File: src/sv/l1_squared_hinge_loss_gradient_macros.svh
// assertion macros for the l1 squared hinge loss gradient block
`ifndef L1_SQUARED_HINGE_LOSS_GRADIENT_MACROS_SVH
`define L1_SQUARED_HINGE_LOSS_GRADIENT_MACROS_SVH
`ifndef SYNTHESIS
`define L1H_ASSERT_IMPL(label, clk, rst, prop) \
  label: assert property (@(posedge clk) disable iff (rst) prop) else $error("%m: check failed");
`define L1H_ASSERT_NEVER(label, clk, rst, expr) \
  label: assert property (@(posedge clk) disable iff (rst) !(expr)) else $error("%m: never");
`else
`define L1H_ASSERT_IMPL(label, clk, rst, prop)
`define L1H_ASSERT_NEVER(label, clk, rst, expr)
`endif
`endif

File: src/sv/l1h_mem.sv
`timescale 1ns / 1ps
// ----------------------------------------------------------------------------
// l1h_mem
// simple dual port synchronous memory, registered read data
// ----------------------------------------------------------------------------
module l1h_mem #(
  parameter int DEPTH = 32,
  parameter int WIDTH = 16
) (
  input  logic                     clk,
  input  logic                     we,
  input  logic [$clog2(DEPTH)-1:0] waddr,
  input  logic [WIDTH-1:0]         wdata,
  input  logic [$clog2(DEPTH)-1:0] raddr,
  output logic [WIDTH-1:0]         rdata
);
  logic [WIDTH-1:0] mem [DEPTH];

  always_ff @(posedge clk) begin
    if (we) mem[waddr] <= wdata;
    rdata <= mem[raddr];
  end
endmodule
File: config.mk
export PLATFORM = sky130hd
export DESIGN_NAME = l1h_mem
export DESIGN_NICKNAME = d
export VERILOG_FILES = /design/src/sv/l1_squared_hinge_loss_gradient_macros.svh /design/src/sv/l1h_mem.sv
export SDC_FILE = /design/constraint.sdc
export NUM_CORES = 1
export LEC_CHECK = 0
export ABC_CLOCK_PERIOD_IN_PS = 2800
export BUFFER_PORTS_ARGS = -buffer_cell sky130_fd_sc_hd__buf_2
export CORE_UTILIZATION = 40
export CTS_CLUSTER_DIAMETER = 150
export DETAILED_ROUTE_END_ITERATION = 10
export PLACE_DENSITY = 0.62
export SYNTH_ARGS = -nofsm -noshare
export SYNTH_HDL_FRONTEND = slang
export SYNTH_SLANG_ARGS = --single-unit
export TNS_END_PERCENT = 20
File: constraint.sdc
create_clock -name clk -period 2.8 [get_ports clk]
set_input_delay 0.56 -clock clk [delete_from_list [all_inputs] [get_ports clk]]
set_output_delay 0.56 -clock clk [all_outputs]
set_load 0.01 [all_outputs]
Yosys cells after proc, flatten, opt, wreduce, memory -nomap -nowiden
Memories as Yosys holds them, arrays and structs flattened. A register that Yosys moved wholly into a read port is not among the register bits.
Cells that the tools add are included.

storage, ports and cells
  output and inout port bits = 16
  memories kept = 1
  bits in writable memories = 512
  word-level logic and storage cells = 3
  bits of input ports = 28
  register bits = 0

memories
  memory  depth  bits a word  read ports  clocked after memory_dff  wr ports  line           source
  mem     32     16           1           1                         1         l1h_mem.sv:17  logic [WIDTH-1:0] mem [DEPTH];

operators by class
  mux-type cells = 2

operator list
  cell              number
  1-bit 2-to-1 mux  2

Logic depth before layout (Yosys ltp)
Gate-level depths: netlist of run 1.

  depth in word-level cells = 2
  mapped depth = 8

Worst setup path after synthesis of run 1
No wires, ideal clock.

  path kind = input to register
  start point = input port waddr[1]
  end point = memory mem[12][0] (enable)
  setup time = 388 ps
  slack = 500 ps
  arrival time = 1912 ps
  stages = 3
  cells stage by stage = or3b_2 > clkbuf_1 > nor2_1

RTL lines
  item                line           source
  start: declaration  l1h_mem.sv:12  input logic [$clog2(DEPTH)-1:0] waddr,
  end: declaration    l1h_mem.sv:17

No word-level cell before the write port.

==> results of run 1 <==
[cell usage after synthesis (all sizes together)]
library cell  count  share of area [%]
nand3            34               0.83
clkbuf           12               0.22
a31oi            16               0.49
and2              1              0.030
or3b              3               0.13
nand2            33               0.60
or3               1              0.030
a21oi            32               0.78
nand3b            5               0.18
nor2b             2              0.061
mux2i           256                 12
nand2b            2              0.061
nor3             16               0.39
dfxtp            16                1.6
a22oi            64                2.3
nand4            16               0.49
nor2             34               0.66
or2               1              0.030
a22o             32                1.4
buf              55                2.4
edfxtp          512                 75
[power by group]
group	internal (uW)	switching (uW)	total, uW	leakage, uW
logic	302	600	903	0.00267
registers	8790	49.7	8840	0.00475
clock network	3830	2910	6730	0.000789
total	12900	3560	16500	0.00821
[state kept, by name (all words and copies together) (netlist names)]
register	flops
rdata	16
mem	512
[per-stage QoR]
step / std cells / worst slack (ns)
3_5_place_dp: 1869 / 0.3253
2_1_floorplan: 1143 / 0.5000
6_report: 1964 / 0.8628
4_1_cts: 1963 / 0.9558
3_3_place_gp: 1869 / 0.3315
5_1_grt: 1963 / 0.7554
[cells in the final DEF (no fill, tap or decap), types with 2 or more instances in the layout]
master / count
clkbuf_16: 52
a22oi_1: 64
buf_2: 42
clkbuf_1: 16
nand2_1: 33
mux2i_1: 256
nand3b_1: 5
nor3_1: 16
dfxtp_1: 16
nand4_1: 16
buf_12: 10
clkinv_1: 8
or3b_2: 3
clkinv_2: 8
nor2_1: 33
clkinvlp_4: 2
nor2b_4: 2
a21oi_1: 32
nand3_1: 34
buf_4: 68
a22o_1: 32
bufinv_16: 4
nand2b_1: 2
edfxtp_1: 512
a31oi_1: 16
[kinds of logic (layout without fill, tap and decap cells)]
kind of cell	after synthesis	after routing	synth area share [%]
AO/OA/AOI/OAI	144	144	4.972
buffers and inverters	67	215	2.632
flip-flops	528	528	76.43
multiplexers	256	256	12.48
other	0	1	0
AND/OR/NAND/NOR	148	148	3.491
[critical path, delay by kind of cell]
family,cells,cell delay [ns]
compound gates,2,0.44
buf+inv,2,0.58
simple gates,2,0.78
[final cells by class]
cell class	count	area share, %
Multi-Input combinational cell	548	18.43
Clock buffer	69	5.872
Clock inverter	25	1.069
Sequential cell	528	67.03
Timing Repair Buffer	121	3.997
Tap cell	672	3.591
Antenna cell	1	0.01069
[per-layer routing]
layer	track usage, %	vias up
met5	0	-
met4	5.852	0
met3	3.006	70
met2	28.67	399
met1	26.86	5520
li1	-	4778
[worst max path at each step]
stage	from	end	slack [ns]	cells after the start
after floorplan	waddr[1]	mem[12][0]$_DFFE_PP_	0.50	3
after detailed placement	raddr[2]	rdata[7]$_DFF_P_	0.33	6
after global routing	raddr[2]	rdata[7]$_DFF_P_	0.76	6
after global placement	raddr[1]	rdata[7]$_DFF_P_	0.33	6
after CTS	rdata[5]$_DFF_P_	rdata[5]	0.96	1
final	raddr[2]	rdata[7]$_DFF_P_	0.86	6
==> flow_summary.yaml, run 1 <==
run_status:
  status: "finished, final reports clean"
worst_setup_path:
  crit_arrival_ns: 2.41
  reg2reg_depth: 5
  cpMaxStageDelayCell: "and2_2"
  cp-start-kind: "input pin"
  reg2reg_from: "mem[7][0]$_DFFE_PP_"
  reg2reg_slack_ns: 1.30
  worstPathMaxFanout: 31
  critical_path.cell_chain: "buf_2 -> and2_2 -> buf_4 -> a21oi_1 -> a31oi_1 -> nand3_1"
  max_stage_delay_ns: 0.67
  worstSetupEndpointType: "register"
  r2r_end: "rdata[0]$_DFF_P_"
  critPathKind: "input pin to register"
  crit_required_ns: 3.27
place:
  dp_hpwl_um: 28850
  gp_congestion: 0.8346
  placed_area_sq_mm: 0.02179
  numPortBuffers: 43
sta:
  hold_ws_ns: 0.4313
  final_max_slew_viol_count: 0
  fin_setup_tns_ns: 0
  hold_viol_final: 0
  worst_pin_slew_ns: 0.8270
  finalSetupViolCount: 0
  relSlewSlack_pct: 44.87
  rsz0062_at_grt: "no"
  clock_skew_ns: 0.02111
  fmax_mhz: 516.2
  min_period_ns: 1.937
  period_share_pct: 69.19
clock_tree:
  numCtsBuffers: 52
  cts_setup_buffers: 0
  cts_hold_buf: 0
  h-tree-depth: 2
  ctsResizeCount: 0
  clockBufferDepth: 3
  cts.reportedPaths.clkPinSlew_ns: 0.06
  numClockSinks: 528
  cts_tree: "done"
  clkLatencyLatePin_ns: 0.61
  clockRootBuffer: "clkbuf_16"
route:
  top_layer: "met4"
  wl_met1_um: 21770
  drt-initial-drc-count: 1115
  routed_via_density: 5.482
  wl_per_cell_um: 24.57
  finalWirelength_um: 48250
  route.met3.wl_um: 3014
  detail-route-antenna-nets: 0
  met2_length_um: 22330
  routed-via-count: 10770
  drc_errors: 0
  first_pass_iters: 7
floorplan:
  fp.dieW_um: 228.6
  pin_count: 44
  fp.dieH_um: 228.6
  fp-row-count: 82
  start_util_pct: 40.77
  die-area_sq_mm: 0.05225
  core_sq_mm: 0.05038
synth:
  syn-num-nets: 1171
  syn-instance-count: 1143
  yosys_register_bits: 528
  yosysSeqAreaShare_pct: 76.43
  syn-cell-area_sq_mm: 0.02054
  ys_types: 26
  yosysWarnings: 0
  synth.avg_cell_area_sq_um: 17.97
layout:
  final_layout_size_suffix_gt1_share_pct: 15.34
  fin_nets: 1279
  design_area_sq_mm: 0.02342
  regArea_sq_mm: 0.01570
  fillers: 4260
  multi_input_area_sq_mm: 0.004317
  area_delta_synth_final_pct: 14.03
  fin_util_pct: 46.48
power:
  power_uw: 16470
  leakage_uw: 0.008208
  ir_drop_mv: 0.4622
  power_density_mw_per_mm2: 703.5
global_routing:
  grt_max_degree: 65
  grt_pass1_vias: 10560
  grt_util_all_layers_pct: 18.57
  grt_first_pass_wirelength_um: 71460
  antenna_found_initial: 2
  overflow: 0
worst_hold_path:
  hold_path_class: "input pin to register"
  min_to: "rdata[4]$_DFF_P_"
  hold_path_depth: 3
  min_from: "raddr[3]"
flow_run:
  drv_cap: 0
Power figures use the tool's default switching activity.
==> run 2: changes to the inputs <==
--- a/config.mk
+++ b/config.mk
@@ -5,7 +5,7 @@
 export SDC_FILE = /design/constraint.sdc
 export NUM_CORES = 1
 export LEC_CHECK = 0
-export ABC_CLOCK_PERIOD_IN_PS = 2800
+export ABC_CLOCK_PERIOD_IN_PS = 1980
 export BUFFER_PORTS_ARGS = -buffer_cell sky130_fd_sc_hd__buf_2
 export CORE_UTILIZATION = 40
 export CTS_CLUSTER_DIAMETER = 150
==> constraint.sdc (replaced) <==
create_clock -name clk -period 1.98 [get_ports clk]
set_input_delay 0.396 -clock clk [delete_from_list [all_inputs] [get_ports clk]]
set_output_delay 0.396 -clock clk [all_outputs]
set_load 0.01 [all_outputs]
==> run 2 against run 1 <==
Compared with the run above: clock power up 37%; power up 41%; via count up 2.2%; core utilization up 1.8 points; wire length up 2.8%; clock-buffer cell count up 1; highest routed layer is now met5; global-route usage up 0.47 points.
==> flow_summary.yaml, run 2 (synthesized netlist as in run 1, its figures left out) <==
global_routing:
  grt_use_met2_pct: 30.47
  busiest_layer: "met2"
  grt_util_all_layers_pct: 19.03
  grt_first_pass_wirelength_um: 73170
  grt_use_met1_pct: 26.51
  overflow: 0
  grt_pass1_vias: 11280
  antenna_found_initial: 4
  grt_max_degree: 33
  grtUsageMet3_pct: 3.181
run_status:
  status: "finished, final reports clean"
clock_tree:
  clockBufferDepth: 3
  numCtsBuffers: 52
  h-tree-depth: 2
  numClockSinks: 528
  cts_tree: "done"
  ctsResizeCount: 0
  clkLatencyLatePin_ns: 0.60
  clockRootBuffer: "clkbuf_16"
  cts_setup_buffers: 0
  cts.reportedPaths.clkPinSlew_ns: 0.06
  cts_hold_buf: 0
worst_setup_path:
  cp-start-kind: "register"
  reg2reg_depth: 6
  critPathKind: "register to register"
  reg2reg_slack_ns: 0.28
  r2r_end: "rdata[13]$_DFF_P_"
  worstSetupEndpointType: "register"
  crit_required_ns: 2.43
  reg2reg_from: "mem[3][13]$_DFFE_PP_"
  worstPathMaxFanout: 1
  crit_arrival_ns: 2.14
layout:
  stdcell_count: 2043
  largest_reg_flops: 512
  fillers: 4242
  largest-register: "mem"
  reg.largest.list: "mem: 512 flops, rdata: 16 flops"
  multi_input_area_sq_mm: 0.004317
  fin_util_pct: 48.27
  diodes: 0
  final_cell_mix: "512 x edfxtp_1, 256 x mux2i_1, 116 x buf_4"
  final_layout_size_suffix_gt1_share_pct: 19.99
  area_delta_synth_final_pct: 18.41
  fin_nets: 1356
  regArea_sq_mm: 0.01570
  layout_commonest_cell: "edfxtp_1"
sta:
  period_share_pct: 85.76
  finalSetupViolCount: 0
  clock_skew_ns: 0.01529
  final_max_slew_viol_count: 0
  rsz0062_at_grt: "no"
  hold_viol_final: 0
  fmax_mhz: 588.9
  relSlewSlack_pct: 50.56
  worst_pin_slew_ns: 0.7416
  min_period_ns: 1.698
floorplan:
  start_util_pct: 40.77
  pin_count: 44
  die-area_sq_mm: 0.05225
  fp.dieW_um: 228.6
  fp.dieH_um: 228.6
  fp-row-count: 82
  core_sq_mm: 0.05038
route:
  drt-initial-drc-count: 1028
  drc_errors: 0
  finalWirelength_um: 49590
  routed-via-count: 11010
  detail-route-antenna-nets: 0
  first_pass_iters: 5
  wl_per_cell_um: 24.27
  routed_via_density: 5.388
place:
  gp_congestion: 0.8070
  dp_hpwl_um: 31300
  placed_cells: 1946
  numPortBuffers: 43
worst_hold_path:
  hold_path_depth: 1
  min_to: "mem[21][3]$_DFFE_PP_"
  min_from: "wdata[3]"
  hold_path_class: "input pin to register"
power:
  power_density_mw_per_mm2: 953.4
  leakage_uw: 0.008686
  ir_drop_mv: 0.8695
flow_run:
  drv_cap: 0
-- run 2: cell count changes in the layout (fill, tap and decap cells not counted), sizes merged --
cell      before  now
diode          1    0
buf          121  198
clkinv        17   24
clkinvlp       2    1
clkbuf        69   70
inv            2    1
bufinv         4    1
-- run 2: worst max-delay path by stage --
stage,start,end,cells past startpoint
final,mem[3][13]$_DFFE_PP_,rdata[13]$_DFF_P_,6
after detailed placement,raddr[1],rdata[11]$_DFF_P_,8
after global routing,mem[3][13]$_DFFE_PP_,rdata[13]$_DFF_P_,6
after global placement,raddr[0],rdata[7]$_DFF_P_,8
after CTS,mem[3][13]$_DFFE_PP_,rdata[13]$_DFF_P_,6
after floorplan,waddr[1],mem[12][0]$_DFFE_PP_,3
-- run 2: critical path, stage by stage (launching register included) --
cell and delay, ns:
edfxtp_1 0.38, mux2i_1 0.18, a22o_1 0.16, nor3_1 0.05, buf_4 0.14, a31oi_1 0.47
nand3_1 0.16
-- run 2: layout make-up --
class                           count  share of cell area (%)
Tap cell                          672                   3.458
Clock buffer                       70                   5.758
Multi-Input combinational cell    548                   17.75
Clock inverter                     27                  0.7718
Sequential cell                   528                   64.54
Timing Repair Buffer              198                   7.718
-- run 2: per-stage QoR --
stage	setup TNS, ns	setup slack [ns]	area [sq um]	hold WS (ns)	total power, uW
3_5_place_dp	-0.9051	-0.1990	22730	0.5898	14200
5_1_grt	0	0.2388	24320	0.2649	23830
2_1_floorplan	-21.99	-0.1560	20540	0.4949	13420
6_report	0	0.2820	24320	0.2812	23180
3_3_place_gp	-0.5861	-0.1695	22730	0.5901	14170
4_1_cts	0	0.3284	24320	0.2574	23320
-- run 2: per-layer routing --
layer / up-vias / routed length, um
li1: 4933 / -
met1: 5679 / 22290
met2: 327 / 23310
met3: 67 / 2647
met4: 2 / 1328
met5: - / 11
-- run 2: power breakdown --
part           switching, uW  internal (uW)
clock network           4120           5110
logic                    888            585
registers               57.2          12400
total                   5060          18100
==> run 3: changes to the inputs <==
--- a/config.mk
+++ b/config.mk
@@ -8,6 +8,7 @@
 export ABC_CLOCK_PERIOD_IN_PS = 1980
 export BUFFER_PORTS_ARGS = -buffer_cell sky130_fd_sc_hd__buf_2
 export CORE_UTILIZATION = 40
+export CTS_BUF_LIST = sky130_fd_sc_hd__clkbuf_2
 export CTS_CLUSTER_DIAMETER = 150
 export DETAILED_ROUTE_END_ITERATION = 10
 export PLACE_DENSITY = 0.62
==> run 3 against run 2 <==
Compared with the run above: the flow now finishes with violations (setup timing); maximum frequency shrank 16%; register-to-register slack gained 0.03 ns; sequential share of layout area is essentially flat; clock-buffer cell count grew 126; hold slack lost 0.17 ns; wire length grew 1.6%; sequential power is essentially flat; core utilization grew 0.072 points; critical endpoint is now mem[17][7]$_DFFE_PP_; cell count grew 7.7%; non-clock buffer count grew 30; largest cell class unchanged.
==> flow_summary.yaml, run 3 (synthesized netlist as in run 1, its figures left out) <==
route:
  routed_via_density: 5.265
  finalWirelength_um: 50390
  routed-via-count: 11580
  detail-route-antenna-nets: 0
  first_pass_iters: 8
  drt-initial-drc-count: 974
  drc_errors: 0
  wl_per_cell_um: 22.90
floorplan:
  die-area_sq_mm: 0.05225
  start_util_pct: 40.77
  fp-row-count: 82
  fp.dieW_um: 228.6
  core_sq_mm: 0.05038
  pin_count: 44
  fp.dieH_um: 228.6
place:
  gp_congestion: 0.8070
  dp_hpwl_um: 31300
  numPortBuffers: 43
  placed_area_sq_mm: 0.02273
sta:
  clock_skew_ns: 0.06035
  finalSetupViolCount: 19
  hold_ws_ns: 0.1142
  min_period_ns: 2.033
  period_share_pct: 102.7
  final_max_slew_viol_count: 0
  hold_viol_final: 0
  worst_pin_slew_ns: 0.7430
  fin_ws_ns: -0.05273
  fmax_mhz: 492.0
  rsz0062_at_grt: "yes"
  relSlewSlack_pct: 50.47
  fin_setup_tns_ns: -0.6060
layout:
  final_cell_mix: "512 x edfxtp_1, 256 x mux2i_1, 196 x clkbuf_2"
  area_delta_synth_final_pct: 18.59
  largest-register: "mem"
  largest_reg_flops: 512
  fin_nets: 1468
  design_area_sq_mm: 0.02435
  fin_util_pct: 48.34
  final_layout_size_suffix_gt1_share_pct: 27.83
  reg.largest.list: "mem: 512 flops, rdata: 16 flops"
  fillers: 4344
  regArea_sq_mm: 0.01572
  layout_commonest_cell: "edfxtp_1"
  multi_input_area_sq_mm: 0.004317
power:
  switching_power_uw: 5157
  switching_share_pct: 24.00
  sequentialPowerShare_pct: 58.1
  leakage_uw: 0.009000
  power_density_mw_per_mm2: 882.3
  power_frac_clock_pct: 34.7
  intPower_uw: 16330
  p_comb_share_pct: 7.3
  ir_drop_mv: 0.5253
global_routing:
  grt_max_degree: 33
  antenna_found_initial: 5
  grt_pass1_vias: 12140
  grt_first_pass_wirelength_um: 75140
  grt_util_all_layers_pct: 19.58
  overflow: 0
run_status:
  violations: "setup timing"
  status: "complete, but fails checks"
worst_setup_path:
  cp-start-kind: "input pin"
  worstSetupEndpointType: "register"
  worstPathMaxFanout: 9
  crit_arrival_ns: 2.76
  crit_required_ns: 2.71
  critPathKind: "input pin to register"
worst_hold_path:
  hold_path_class: "input pin to register"
clock_tree:
  clockBufferDepth: 3
  numClockSinks: 528
  clockRootBuffer: "clkbuf_2"
  cts_tree: "done"
  numCtsBuffers: 134
  clkLatencyLatePin_ns: 1.08
  cts.reportedPaths.clkPinSlew_ns: 0.10
  h-tree-depth: 4
flow_run:
  drv_cap: 0
run 3: changes by cell type in the layout (fill, tap and decap cells not counted), moves of 8 or more:
cell,before,now
clkinv_2,10,2
buf_6,0,13
clkbuf_1,16,0
buf_2,42,29
clkbuf_2,0,196
dfxtp_2,0,11
dlygate4sd3_1,0,29
dfxtp_1,16,3
clkbuf_16,53,0
run 3: repair_timing:
item | CTS | global route
setup endpoints to repair | 16 | 23
cloned | 0 | 0
setup buffers | 0 | 0
resized for setup | 26 | 4
endpoints found under the hold margin | 634 | 0
hold buffers | 30 | 0
run 3: per-layer routing:
layer	routed length (um)	track usage, %	up-vias
met5	11	0	-
met4	1088	6.586	2
met3	3631	5.202	76
met2	23740	31.14	458
met1	21920	26.00	5816
li1	-	-	5232
run 3: worst max-delay path: stages:
cell,delay [ns]
dlygate4sd3_1,0.54
buf_2,0.18
or3b_2,0.47
dlygate4sd3_1,0.62
nor2_1,0.28
buf_4,0.27
run 3: stage by stage:
| stage | setup WS [ns] | std cells | total power [uW] |
|---|---|---|---|
| 6_report | -0.05273 | 2200 | 21490 |
| 5_1_grt | -0.1377 | 2200 | 22340 |
| 4_1_cts | -0.09868 | 2199 | 21700 |
| 3_5_place_dp | -0.1990 | 1946 | 14200 |
| 3_3_place_gp | -0.1695 | 1946 | 14170 |
| 2_1_floorplan | -0.1560 | 1143 | 13420 |
run 3: area by class of cell:
| class | instances | share of cell area (%) |
|---|---|---|
| clock buffer | 196 | 4.028 |
| sequential | 528 | 64.53 |
| antenna | 1 | 0.01028 |
| multi-input combinational | 548 | 17.72 |
| tap | 672 | 3.453 |
| timing repair buffer | 228 | 9.284 |
| clock inverter | 27 | 0.9659 |
run 3: final timing paths:
| path | from | end | slack (ns) | cells after the start |
|---|---|---|---|---|
| setup / recovery | waddr[3] | mem[17][7]$_DFFE_PP_ | -0.05 | 6 |
| hold / removal | raddr[1] | rdata[6]$_DFF_P_ | 0.11 | 7 |
| setup reg to reg | mem[2][13]$_DFFE_PP_ | rdata[13]$_DFF_P_ | 0.31 | 6 |
| hold reg to reg | mem[11][6]$_DFFE_PP_ | rdata[6]$_DFF_P_ | 0.61 | 4 |
run 3: power groups by stage:
stage / clock (uW) / combinational [uW] / sequential [uW]
2_1_floorplan: 0 / 698 / 12700
3_3_place_gp: 0 / 1460 / 12700
3_5_place_dp: 0 / 1480 / 12700
4_1_cts: 7660 / 1560 / 12500
5_1_grt: 8190 / 1650 / 12500
6_report: 7450 / 1560 / 12500
